===== src/rtl/mma_pkg.sv =====
// ----------------------------------------------------------------------------
// mma_pkg: shared types for the multiword modular adder
// Request and result payloads, sequencer states and the control and status
// groups passed between the sequencer and the datapath.
// ----------------------------------------------------------------------------
package mma_pkg;

    // Width of the word fields on the ports.
    localparam int unsigned DATA_BITS = 32;

    typedef struct packed {
        logic [DATA_BITS-1:0] a_word;
        logic [DATA_BITS-1:0] b_word;
        logic [DATA_BITS-1:0] mod_word;
        logic                 last;
    } t_req;

    typedef struct packed {
        logic [DATA_BITS-1:0] res_word;
        logic                 final_word;
        logic                 reduced;
    } t_res;

    typedef enum logic [1:0] {
        S_IDLE,
        S_PREP,
        S_EMIT
    } t_state;

    // Sequencer to datapath.
    typedef struct packed {
        logic wr_en;     // write sum and modulus word to the store
        logic alu_sub;   // shared unit subtracts rather than adds
        logic alu_cin;   // carry in, or borrow in when subtracting
        logic out_load;  // load the result register
        logic out_final; // result being loaded is the last of the run
        logic reduce;    // modulus is subtracted in this run
        logic busy;
    } t_ctrl;

    // Shared unit to sequencer.
    typedef struct packed {
        logic cout;      // carry out, or borrow out when subtracting
        logic gt;        // result above the compare operand
        logic lt;        // result below the compare operand
    } t_alu_flags;

endpackage


===== src/rtl/mma_alu.sv =====
// ----------------------------------------------------------------------------
// mma_alu: shared word adder and subtractor
// One word-wide add or subtract with carry, plus a compare of the result
// against a third operand, used both while loading and while emitting.
// ----------------------------------------------------------------------------
module mma_alu
    import mma_pkg::*;
#(
    parameter int unsigned WORD_BITS = 32
) (
    input  logic                 i_sub,
    input  logic                 i_cin,
    input  logic [WORD_BITS-1:0] i_x,
    input  logic [WORD_BITS-1:0] i_y,
    input  logic [WORD_BITS-1:0] i_z,
    output logic [WORD_BITS-1:0] o_r,
    output t_alu_flags           o_flags
);

    logic [WORD_BITS-1:0] y_op;
    logic                 c_op;
    logic [WORD_BITS:0]   total;

    // Subtraction is done as x + ~y + ~borrow_in; the carry out is then the
    // inverse of the borrow out.
    always_comb begin
        y_op          = i_sub ? ~i_y : i_y;
        c_op          = i_sub ? ~i_cin : i_cin;
        total         = {1'b0, i_x} + {1'b0, y_op} + {{WORD_BITS{1'b0}}, c_op};
        o_r           = total[WORD_BITS-1:0];
        o_flags.cout  = i_sub ? ~total[WORD_BITS] : total[WORD_BITS];
        o_flags.gt    = o_r > i_z;
        o_flags.lt    = o_r < i_z;
    end

endmodule


===== src/rtl/mma_store.sv =====
// ----------------------------------------------------------------------------
// mma_store: sum and modulus word memories
// Two word memories sharing one write address and one read address, with
// registered read data.
// ----------------------------------------------------------------------------
module mma_store
    import mma_pkg::*;
#(
    parameter int unsigned WORD_BITS = 32,
    parameter int unsigned NUM_WORDS = 8,
    localparam int unsigned IDX_BITS = (NUM_WORDS > 1) ? $clog2(NUM_WORDS) : 1
) (
    input  logic                 i_clk,
    input  logic                 i_wr_en,
    input  logic [IDX_BITS-1:0]  i_wr_idx,
    input  logic [WORD_BITS-1:0] i_wr_sum,
    input  logic [WORD_BITS-1:0] i_wr_mod,
    input  logic [IDX_BITS-1:0]  i_rd_idx,
    output logic [WORD_BITS-1:0] o_rd_sum,
    output logic [WORD_BITS-1:0] o_rd_mod
);

    logic [WORD_BITS-1:0] r_sum_mem [NUM_WORDS];
    logic [WORD_BITS-1:0] r_mod_mem [NUM_WORDS];
    logic [WORD_BITS-1:0] r_rd_sum;
    logic [WORD_BITS-1:0] r_rd_mod;

    always_ff @(posedge i_clk) begin
        if (i_wr_en) begin
            r_sum_mem[i_wr_idx] <= i_wr_sum;
            r_mod_mem[i_wr_idx] <= i_wr_mod;
        end
    end

    always_ff @(posedge i_clk) begin
        r_rd_sum <= r_sum_mem[i_rd_idx];
        r_rd_mod <= r_mod_mem[i_rd_idx];
    end

    assign o_rd_sum = r_rd_sum;
    assign o_rd_mod = r_rd_mod;

endmodule


===== src/rtl/mma_seq.sv =====
// ----------------------------------------------------------------------------
// mma_seq: load and emit sequencer
// Counts loaded words, keeps the running carry and the sum-versus-modulus
// flag, then steps the shared unit through the stored words.
// ----------------------------------------------------------------------------
module mma_seq
    import mma_pkg::*;
#(
    parameter int unsigned NUM_WORDS = 8,
    localparam int unsigned IDX_BITS = (NUM_WORDS > 1) ? $clog2(NUM_WORDS) : 1,
    localparam int unsigned CNT_BITS = $clog2(NUM_WORDS + 1)
) (
    input  logic                i_clk,
    input  logic                i_rst_n,
    input  logic                i_start,
    input  logic                i_last,
    input  t_alu_flags          i_flags,
    output t_ctrl               o_ctrl,
    output logic [IDX_BITS-1:0] o_wr_idx,
    output logic [IDX_BITS-1:0] o_rd_idx
);

    t_state              r_state, n_state;
    logic [CNT_BITS-1:0] r_cnt, n_cnt;     // words loaded in this run
    logic [CNT_BITS-1:0] r_num, n_num;     // words to emit
    logic [CNT_BITS-1:0] r_k, n_k;         // word being emitted
    logic                r_carry, n_carry;
    logic                r_ge, n_ge;
    logic                r_red, n_red;
    logic                r_borrow, n_borrow;
    logic [CNT_BITS-1:0] k_next;
    logic                ge_new;
    logic                accept;

    always_ff @(posedge i_clk) begin
        if (!i_rst_n) begin
            r_state  <= S_IDLE;
            r_cnt    <= '0;
            r_num    <= '0;
            r_k      <= '0;
            r_carry  <= 1'b0;
            r_ge     <= 1'b1;
            r_red    <= 1'b0;
            r_borrow <= 1'b0;
        end else begin
            r_state  <= n_state;
            r_cnt    <= n_cnt;
            r_num    <= n_num;
            r_k      <= n_k;
            r_carry  <= n_carry;
            r_ge     <= n_ge;
            r_red    <= n_red;
            r_borrow <= n_borrow;
        end
    end

    always_comb begin
        n_state  = r_state;
        n_cnt    = r_cnt;
        n_num    = r_num;
        n_k      = r_k;
        n_carry  = r_carry;
        n_ge     = r_ge;
        n_red    = r_red;
        n_borrow = r_borrow;
        k_next   = CNT_BITS'(r_k + 1'b1);
        accept   = i_start && (r_state == S_IDLE);
        // A differing higher word decides the comparison.
        ge_new   = i_flags.gt ? 1'b1 : (i_flags.lt ? 1'b0 : r_ge);

        o_ctrl          = '0;
        o_ctrl.reduce   = r_red;
        o_ctrl.busy     = (r_state != S_IDLE);
        o_wr_idx        = r_cnt[IDX_BITS-1:0];
        o_rd_idx        = r_k[IDX_BITS-1:0];

        unique case (r_state)
            S_IDLE: begin
                o_ctrl.alu_cin = r_carry;
                o_ctrl.wr_en   = accept;
                if (accept) begin
                    n_carry = i_flags.cout;
                    n_ge    = ge_new;
                    n_cnt   = CNT_BITS'(r_cnt + 1'b1);
                    // A word that fills the store closes the run as well.
                    if (i_last || (r_cnt == CNT_BITS'(NUM_WORDS - 1))) begin
                        n_state  = S_PREP;
                        n_num    = CNT_BITS'(r_cnt + 1'b1);
                        n_red    = i_flags.cout | ge_new;
                        n_k      = '0;
                        n_borrow = 1'b0;
                        n_cnt    = '0;
                        n_carry  = 1'b0;
                        n_ge     = 1'b1;
                    end
                end
            end
            S_PREP: begin
                // Word zero is being read from the store.
                n_state = S_EMIT;
            end
            S_EMIT: begin
                o_ctrl.alu_sub   = 1'b1;
                o_ctrl.alu_cin   = r_borrow;
                o_ctrl.out_load  = 1'b1;
                o_ctrl.out_final = (k_next == r_num);
                o_rd_idx         = k_next[IDX_BITS-1:0];
                n_borrow         = i_flags.cout;
                n_k              = k_next;
                if (k_next == r_num) begin
                    n_state = S_IDLE;
                end
            end
            default: begin
                n_state = S_IDLE;
            end
        endcase
    end

endmodule


===== src/rtl/multiword_modular_adder_top.sv =====
// ----------------------------------------------------------------------------
// multiword_modular_adder_top: multiword (a + b) mod p
// Loads the operands one word per request, least significant first, and then
// emits the reduced sum one word per cycle, least significant first.
// ----------------------------------------------------------------------------
//
//  Channel   Direction  Handshake                  Payload
//  -------   ---------  -------------------------  -----------------------------
//  request   in         start high while busy low  i_req: a, b, p words and last
//  result    out        o_res_valid, one cycle     o_res: word, final, reduced
//
// While the operands load, a request is taken whenever start is high and
// busy low, so words may be offered back to back until the last one. The
// last word (or the word that fills the store) raises busy through a read
// state and then an emit state that steps through the stored words; the
// shared word adder and the single read port of the word store keep the
// load and emit phases apart. Results follow the emit cycles by one register
// stage. The receiver cannot stall, and a new request may be accepted while
// the final result word is still on the port. Reset is synchronous and
// active low; it clears the sequencer and the result strobe but not the word
// store, whose entries are always written before they are read.
//
module multiword_modular_adder_top
    import mma_pkg::*;
#(
    parameter int unsigned WORD_BITS = 32,
    parameter int unsigned NUM_WORDS = 8
) (
    input  logic i_clk,
    input  logic i_rst_n,
    input  logic start,
    input  t_req i_req,
    output logic busy,
    output logic o_res_valid,
    output t_res o_res
);

    localparam int unsigned IDX_BITS = (NUM_WORDS > 1) ? $clog2(NUM_WORDS) : 1;

    t_ctrl                ctrl;
    t_alu_flags           flags;
    logic [IDX_BITS-1:0]  wr_idx;
    logic [IDX_BITS-1:0]  rd_idx;
    logic [WORD_BITS-1:0] rd_sum;
    logic [WORD_BITS-1:0] rd_mod;
    logic [WORD_BITS-1:0] alu_x;
    logic [WORD_BITS-1:0] alu_y;
    logic [WORD_BITS-1:0] alu_z;
    logic [WORD_BITS-1:0] alu_r;
    logic [WORD_BITS-1:0] res_w;
    t_res                 n_res;
    t_res                 r_res;
    logic                 r_res_valid;

    // The sequencer steps through loading and then emitting the run.
    mma_seq #(
        .NUM_WORDS (NUM_WORDS)
    ) u_seq (
        .i_clk    (i_clk),
        .i_rst_n  (i_rst_n),
        .i_start  (start),
        .i_last   (i_req.last),
        .i_flags  (flags),
        .o_ctrl   (ctrl),
        .o_wr_idx (wr_idx),
        .o_rd_idx (rd_idx)
    );

    // While loading, the shared unit adds the incoming a and b words with the
    // running carry and compares the sum word with the incoming p word. While
    // emitting, it subtracts the stored p word from the stored sum word with
    // the running borrow.
    always_comb begin
        alu_x = ctrl.alu_sub ? rd_sum : WORD_BITS'(i_req.a_word);
        alu_y = ctrl.alu_sub ? rd_mod : WORD_BITS'(i_req.b_word);
        alu_z = WORD_BITS'(i_req.mod_word);
    end

    mma_alu #(
        .WORD_BITS (WORD_BITS)
    ) u_alu (
        .i_sub   (ctrl.alu_sub),
        .i_cin   (ctrl.alu_cin),
        .i_x     (alu_x),
        .i_y     (alu_y),
        .i_z     (alu_z),
        .o_r     (alu_r),
        .o_flags (flags)
    );

    // The store keeps the sum words and the p words of the current run.
    mma_store #(
        .WORD_BITS (WORD_BITS),
        .NUM_WORDS (NUM_WORDS)
    ) u_store (
        .i_clk    (i_clk),
        .i_wr_en  (ctrl.wr_en),
        .i_wr_idx (wr_idx),
        .i_wr_sum (alu_r),
        .i_wr_mod (alu_z),
        .i_rd_idx (rd_idx),
        .o_rd_sum (rd_sum),
        .o_rd_mod (rd_mod)
    );

    // When no reduction is due the stored sum word passes through unchanged.
    always_comb begin
        res_w            = ctrl.reduce ? alu_r : rd_sum;
        n_res.res_word   = DATA_BITS'(res_w);
        n_res.final_word = ctrl.out_final;
        n_res.reduced    = ctrl.reduce;
    end

    // Result register: each word is shown for exactly one cycle.
    always_ff @(posedge i_clk) begin
        if (!i_rst_n) begin
            r_res_valid <= 1'b0;
        end else begin
            r_res_valid <= ctrl.out_load;
        end
    end

    always_ff @(posedge i_clk) begin
        if (ctrl.out_load) begin
            r_res <= n_res;
        end
    end

    assign busy        = ctrl.busy;
    assign o_res_valid = r_res_valid;
    assign o_res       = r_res;

endmodule


===== config.mk =====
export PLATFORM = sky130hd
export DESIGN_NAME = multiword_modular_adder_top
export DESIGN_NICKNAME = d
export VERILOG_FILES = /design/src/rtl/mma_pkg.sv /design/src/rtl/mma_alu.sv /design/src/rtl/mma_store.sv /design/src/rtl/mma_seq.sv /design/src/rtl/multiword_modular_adder_top.sv
export SDC_FILE = /design/constraint.sdc
export NUM_CORES = 1
export LEC_CHECK = 0
export CORE_MARGIN = 2
export CORE_UTILIZATION = 50
export DETAILED_ROUTE_END_ITERATION = 10
export DONT_BUFFER_PORTS = 1
export GPL_ROUTABILITY_DRIVEN = 0
export PLACE_DENSITY = 0.68
export SLEW_MARGIN = 20
export SYNTH_ARGS = -nofsm -noshare
export SYNTH_HDL_FRONTEND = slang
export SYNTH_HIERARCHICAL = 1
export SYNTH_SLANG_ARGS = --single-unit

===== constraint.sdc =====
create_clock -name i_clk -period 7.15 [get_ports i_clk]
set_input_delay 0 -clock i_clk [delete_from_list [all_inputs] [get_ports i_clk]]
set_output_delay 0 -clock i_clk [all_outputs]
set_load 0.01 [all_outputs]

# Word level (Yosys, flattened, before mapping)
# Memories as Yosys holds them, arrays and structs flattened. A register that Yosys moved wholly into a read port is not among the register bits.
# Cells that the tools add are included.
# classes
n_addsub	4
order_cmp	2
n_eq_ne	7
n_mux	28
bitwise_logic	4
n_reduce_logical	9
# ops
op	count
two-way mux 32 bit	4
adder 32 x 32 -> 33 bit	1
adder 33 x 1 -> 33 bit	1
greater-than comparator 32 bit	1
< comparator 32 bit	1
NOT 32 bit	1
two-way mux 1 bit	12
two-way mux 4 bit	3
AND reduction 3 bit	3
adder 4 x 1 -> 4 bit, second input constant	2
two-way mux 2 bit	4
case mux 4 bit (2 select lines)	1
case mux 2 bit (3 select lines)	1
equality test 4 x 3 -> 1 bit, second input constant	1
equality test 4 bit	1
!= test 2 x 1 -> 1 bit, second input constant	2
case mux 1 bit (2 select lines)	2
nonzero test 2 bit	2
two-way mux 3 bit	1
equality test 2 x 1 -> 1 bit, second input constant	1
equality test 2 bit, second input constant	1
logical NOT 2 bit	1
!= test 2 bit, second input constant	1
NOT 1 bit	2
4 further kinds	4
# totals
reg_bits	53
mem_bits_rw	512
inputBits	100
out_inout_bits	36
wordCells	68
n_memories	2
# memory_table
name	words	width	read_ports	rd_clocked_by_memory_dff	wr	line	rtl
u_store.r_mod_mem	8	32	1	1	1	mma_store.sv:24	logic [WORD_BITS-1:0] r_mod_mem [NUM_WORDS];
u_store.r_sum_mem	8	32	1	1	1	mma_store.sv:23	logic [WORD_BITS-1:0] r_sum_mem [NUM_WORDS];

# Depth between registers and ports, before layout
# depth
ltp_word	11
mapped_depth	28
mapped_depth_nobuf	24

# Modules after synthesis
# Netlist, hierarchy kept.
# by_module_without_submodules
module	n_inst	cells_each	area_per_inst_um2	seq_area_each_um2
mma_store	1	816	20547.2	16656.0
mma_alu	1	389	2825.2	0.0
multiword_modular_adder_top	1	143	2544.9	1041.0
mma_seq	1	114	1003.5	360.3

# Worst setup path after synthesis
# No wires, ideal clock.
# synth_path
path_kind	flip-flop to flip-flop
startpoint	reg u_seq.r_state[1]
endpoint	reg u_seq.r_ge
setup_ns	0.074
arrival_ns	7.277
required_ns	7.076
slack_ns	-0.201
stages_incl_launch_ff	26
n_path_buf	4
period_less_slack_ns	7.351
cell_sequence	dfxtp_1 -> buf_6 -> nor2b_1 -> buf_4 -> clkbuf_1 -> clkbuf_1 -> xor2_1 -> fa_1 -> fa_1 -> a21oi_2 -> o211ai_2 -> a221oi_2 -> o31ai_2 -> a21oi_2 -> nor2_1 -> mux2_1 -> a221oi_2 -> ha_1 -> nand4_1 -> nor4_1 -> o41ai_1 -> o2111a_1 -> a41oi_1 -> a21oi_1 -> and3_1 -> o21ai_0
# synth_lines
item	line	rtl
from (decl)	mma_seq.sv:23	t_state r_state, n_state;
from (signal assigned)	mma_seq.sv:46	r_state <= n_state;
to (signal assigned)	mma_seq.sv:51	r_ge <= n_ge;
to (decl)	mma_seq.sv:28	logic r_ge, n_ge;

==> flow_metrics.env <==
export IMPL_ctsHtreeMaxLevel=3
export IMPL_io_buffers=0
export IMPL_grt_pass1_vias=13800
export IMPL_worstPathRequired_ps=7630
export IMPL_seq_area_sq_um=18100
export IMPL_final_area_sq_um=30200
export IMPL_hold_path_class="in -> reg"
export IMPL_outcome="complete, no violations"
export IMPL_first_iter_violations=905
export IMPL_arrival_ps=7140
export IMPL_grt_overflow=0
export IMPL_grt_util_all_layers_pct=21.8
export IMPL_route_vias_total=13400
export IMPL_synthTopCellsByArea="edfxtp_1 (61%), mux4_2 (11%), dfxtp_1 (6.2%), mux2_2 (4.1%), mux2_4 (3.6%)"
export IMPL_synth_area_leader_cell="edfxtp_1"
export IMPL_crit_chain="nor2b_4 -> buf_12 -> mux2_4 -> xor2_1 -> ha_1 -> a21o_1 -> a21o_1 -> a21o_1 -> a21oi_1 -> o211ai_1 -> a21o_1 -> xor2_1 -> ha_1 -> a21o_1 -> a21o_1 -> a21oi_1 -> o21ai_0 -> nand2_1 -> o2111a_1 -> a41oi_1 -> a21oi_1 -> and3_1 -> o21ai_0 -> dlygate4sd3_1"
export IMPL_start_util_pct=50.3
export IMPL_hold_violations=0
export IMPL_fin_util_pct=56.5
export IMPL_async_flop_share_pct=0
export IMPL_end_kind="flip-flop"
export IMPL_cp_max_fo=77
export IMPL_cts_tree="done"
export IMPL_firstDrtPassIters=6
export IMPL_wl_met1_um=25000
export IMPL_cts_buffers=67
export IMPL_drt_wl_total_um=59900
export IMPL_fp_coreArea_sq_um=53500
export IMPL_clock_skew_ps=20.4
export IMPL_antenna_found_initial=4
export IMPL_ios=136
export IMPL_grt_pass1_wl_um=88800
export IMPL_irDropWorstVdd_v=0.000201
export IMPL_clock_latency_ps=600
export IMPL_synth_cell_types=65
export IMPL_viasPerCell=5.85
export IMPL_total_power_mw=9.21
export IMPL_setup_viol=0
export IMPL_multi_input_area_sq_um=8310
export IMPL_wl_per_cell_um=26.2
export IMPL_worst_slew_pin_slew_ps=1100
export IMPL_rsz0062_at_grt="false"
export IMPL_p_per_area_nw_per_um2=305
export IMPL_fin_crit_sh_pct=93.1
export IMPL_synthFlopType="edfxtp_1"
export IMPL_fin_nets=1699
export IMPL_fmax_ghz=0.150
export IMPL_wl_met2_um=30300
export IMPL_synthCells=1462
export IMPL_dr_wl_met3_um=3380
export IMPL_synth_warnings=6
export IMPL_fill_cells=4001
export IMPL_layout_drive_gt1_share_pct=28.1
export IMPL_crit_type="reg -> reg"
export IMPL_areaGrowthSynthToFinish_pct=12.3
export IMPL_cpMostUsedCell="a21o_1"
export IMPL_syn_avg_cell_area_sq_um=18.4
export IMPL_die_h_um=236
export IMPL_rows=85
export IMPL_cts_buffer_depth=3
export IMPL_syn_area_sq_um=26900
export IMPL_min_period_ps=6650
export IMPL_cp_slowest_cell="dlygate4sd3_1"
export IMPL_synth_edff_count=546
export IMPL_ys_ff_latch=629
export IMPL_die_width_um=236
export IMPL_cts_sinks=629
export IMPL_tns_ps=0
export IMPL_clkSlewWorstSetupHoldPaths_ps=60
export IMPL_drv_cap=0
export IMPL_cpPeakStageDelay_ps=590
export IMPL_start_kind="flip-flop"
export IMPL_synth_top_area_share_pct=60.9
export IMPL_seq_area_frac_synth_pct=67.1
export IMPL_drc=0
export IMPL_leakagePower_nw=10.3
export IMPL_grt_max_degree=82
export IMPL_die_area_sq_um=55700
export IMPL_synth_nets=1630
export IMPL_clock_root_buffer="clkbuf_16"
export IMPL_hpwl_um=34400
export IMPL_place_area_sq_um=27600
export IMPL_ant_nets=0
export IMPL_slew_violations=0
export IMPL_slew_headroom_pct=26.5
export IMPL_top_layer="met5"
cell families after synthesis:
kind of cell | after synthesis | synth area share (%)
DFF | 629 | 67.1
AOI/OAI and AO/OA | 143 | 3.69
adders and majority gates | 68 | 3.22
and+or+nand+nor | 144 | 2.61
buffers and inverters | 114 | 2.60
xor gates and xnor gates | 69 | 2.24
muxes | 295 | 18.6
cells in the final DEF (no fill, tap or decap), drive strengths merged, types with 39 or more instances in the layout:
master,synthesis,routed
edfxtp,546,546
mux2,162,162
mux4,128,128
clkbuf,17,91
dfxtp,83,83
ha,66,66
inv,51,56
a21oi,48,48
xor2,45,45
nor2,39,39
where the power goes:
part / leakage (nW) / switching [mW] / internal, mW / total [mW]
clock: 1.06 / 1.40 / 2.03 / 3.44
combinational: 3.62 / 0.780 / 0.561 / 1.34
sequential: 5.64 / 0.0679 / 4.37 / 4.44
total: 10.3 / 2.25 / 6.96 / 9.21
cells in the mapped netlist, drive strengths merged, types with 11 or more instances:
library cell  number
nor2              39
mux4             128
nand2             36
a21o              27
dfxtp             83
ha                66
edfxtp           546
nand4             14
a21oi             48
nor2b             11
o21ai             21
clkbuf            17
inv               51
mux2             162
xor2              45
buf               44
nand3             13
xnor2             24
registers in the layout, indices dropped and copies added (netlist names), 2 cells and up:
register,count
u_seq/r_cnt,4
u_seq/r_state,2
u_seq/r_num,4
o_res,34
u_store/r_mod_mem,256
u_store/o_rd_mod,32
u_store/r_sum_mem,256
u_seq/r_k,4
u_store/o_rd_sum,32
through the flow:
stage	std cells	setup WS, ps	hold slack (ps)
2_1_floorplan	1462	578	98.9
3_3_place_gp	2121	1210	91.4
3_5_place_dp	2121	910	99.2
4_1_cts	2280	335	68.3
5_1_grt	2284	37.1	122
6_report	2284	496	107
critical path: cells and delay by family, from the launching register on:
family                   cells  cell delay, ps
AO/OA/AOI/OAI               14            2380
buffers and inverters        2            1020
adder cells (fa/ha/maj)      2             790
XOR/XNOR                     2             740
AND/OR/NAND/NOR              3             620
flip-flops                   1             480
multiplexers                 1             370
what timing repair did:
action	in CTS	in global routing
endpoints found under the hold margin	275	0
setup endpoints to repair	0	1
hold buffers	36	0
resized for setup	0	8
buffers inserted	0	0
final timing paths:
check | slack [ps] | depth (start not counted) | end | from
worst max-delay path | 500 | 24 | u_seq/r_ge | u_seq/r_state[1]
worst min-delay path | 110 | 2 | u_store/r_sum_mem[4][0] | i_req[65]
worst max register to register | 500 | 24 | u_seq/r_ge | u_seq/r_state[1]
worst min register to register | 500 | 2 | u_seq/r_carry | u_seq/r_carry
layer usage:
metal / vias to the layer above / track usage (%)
li1: 5937 / -
met1: 6989 / 28.4
met2: 348 / 36.8
met3: 93 / 5.18
met4: 2 / 6.22
met5: - / 0
area by class of cell:
| type | instances | share of cell area, % |
|---|---|---|
| diodes | 3 | 0.0248 |
| clock buffers | 91 | 6.08 |
| clock inverters | 32 | 1.13 |
| inverters | 52 | 0.671 |
| multi-input cells | 719 | 27.5 |
| flip-flops and latches | 629 | 59.7 |
| well taps | 696 | 2.88 |
| repair buffers | 62 | 1.97 |
Power figures use the tool's default switching activity.
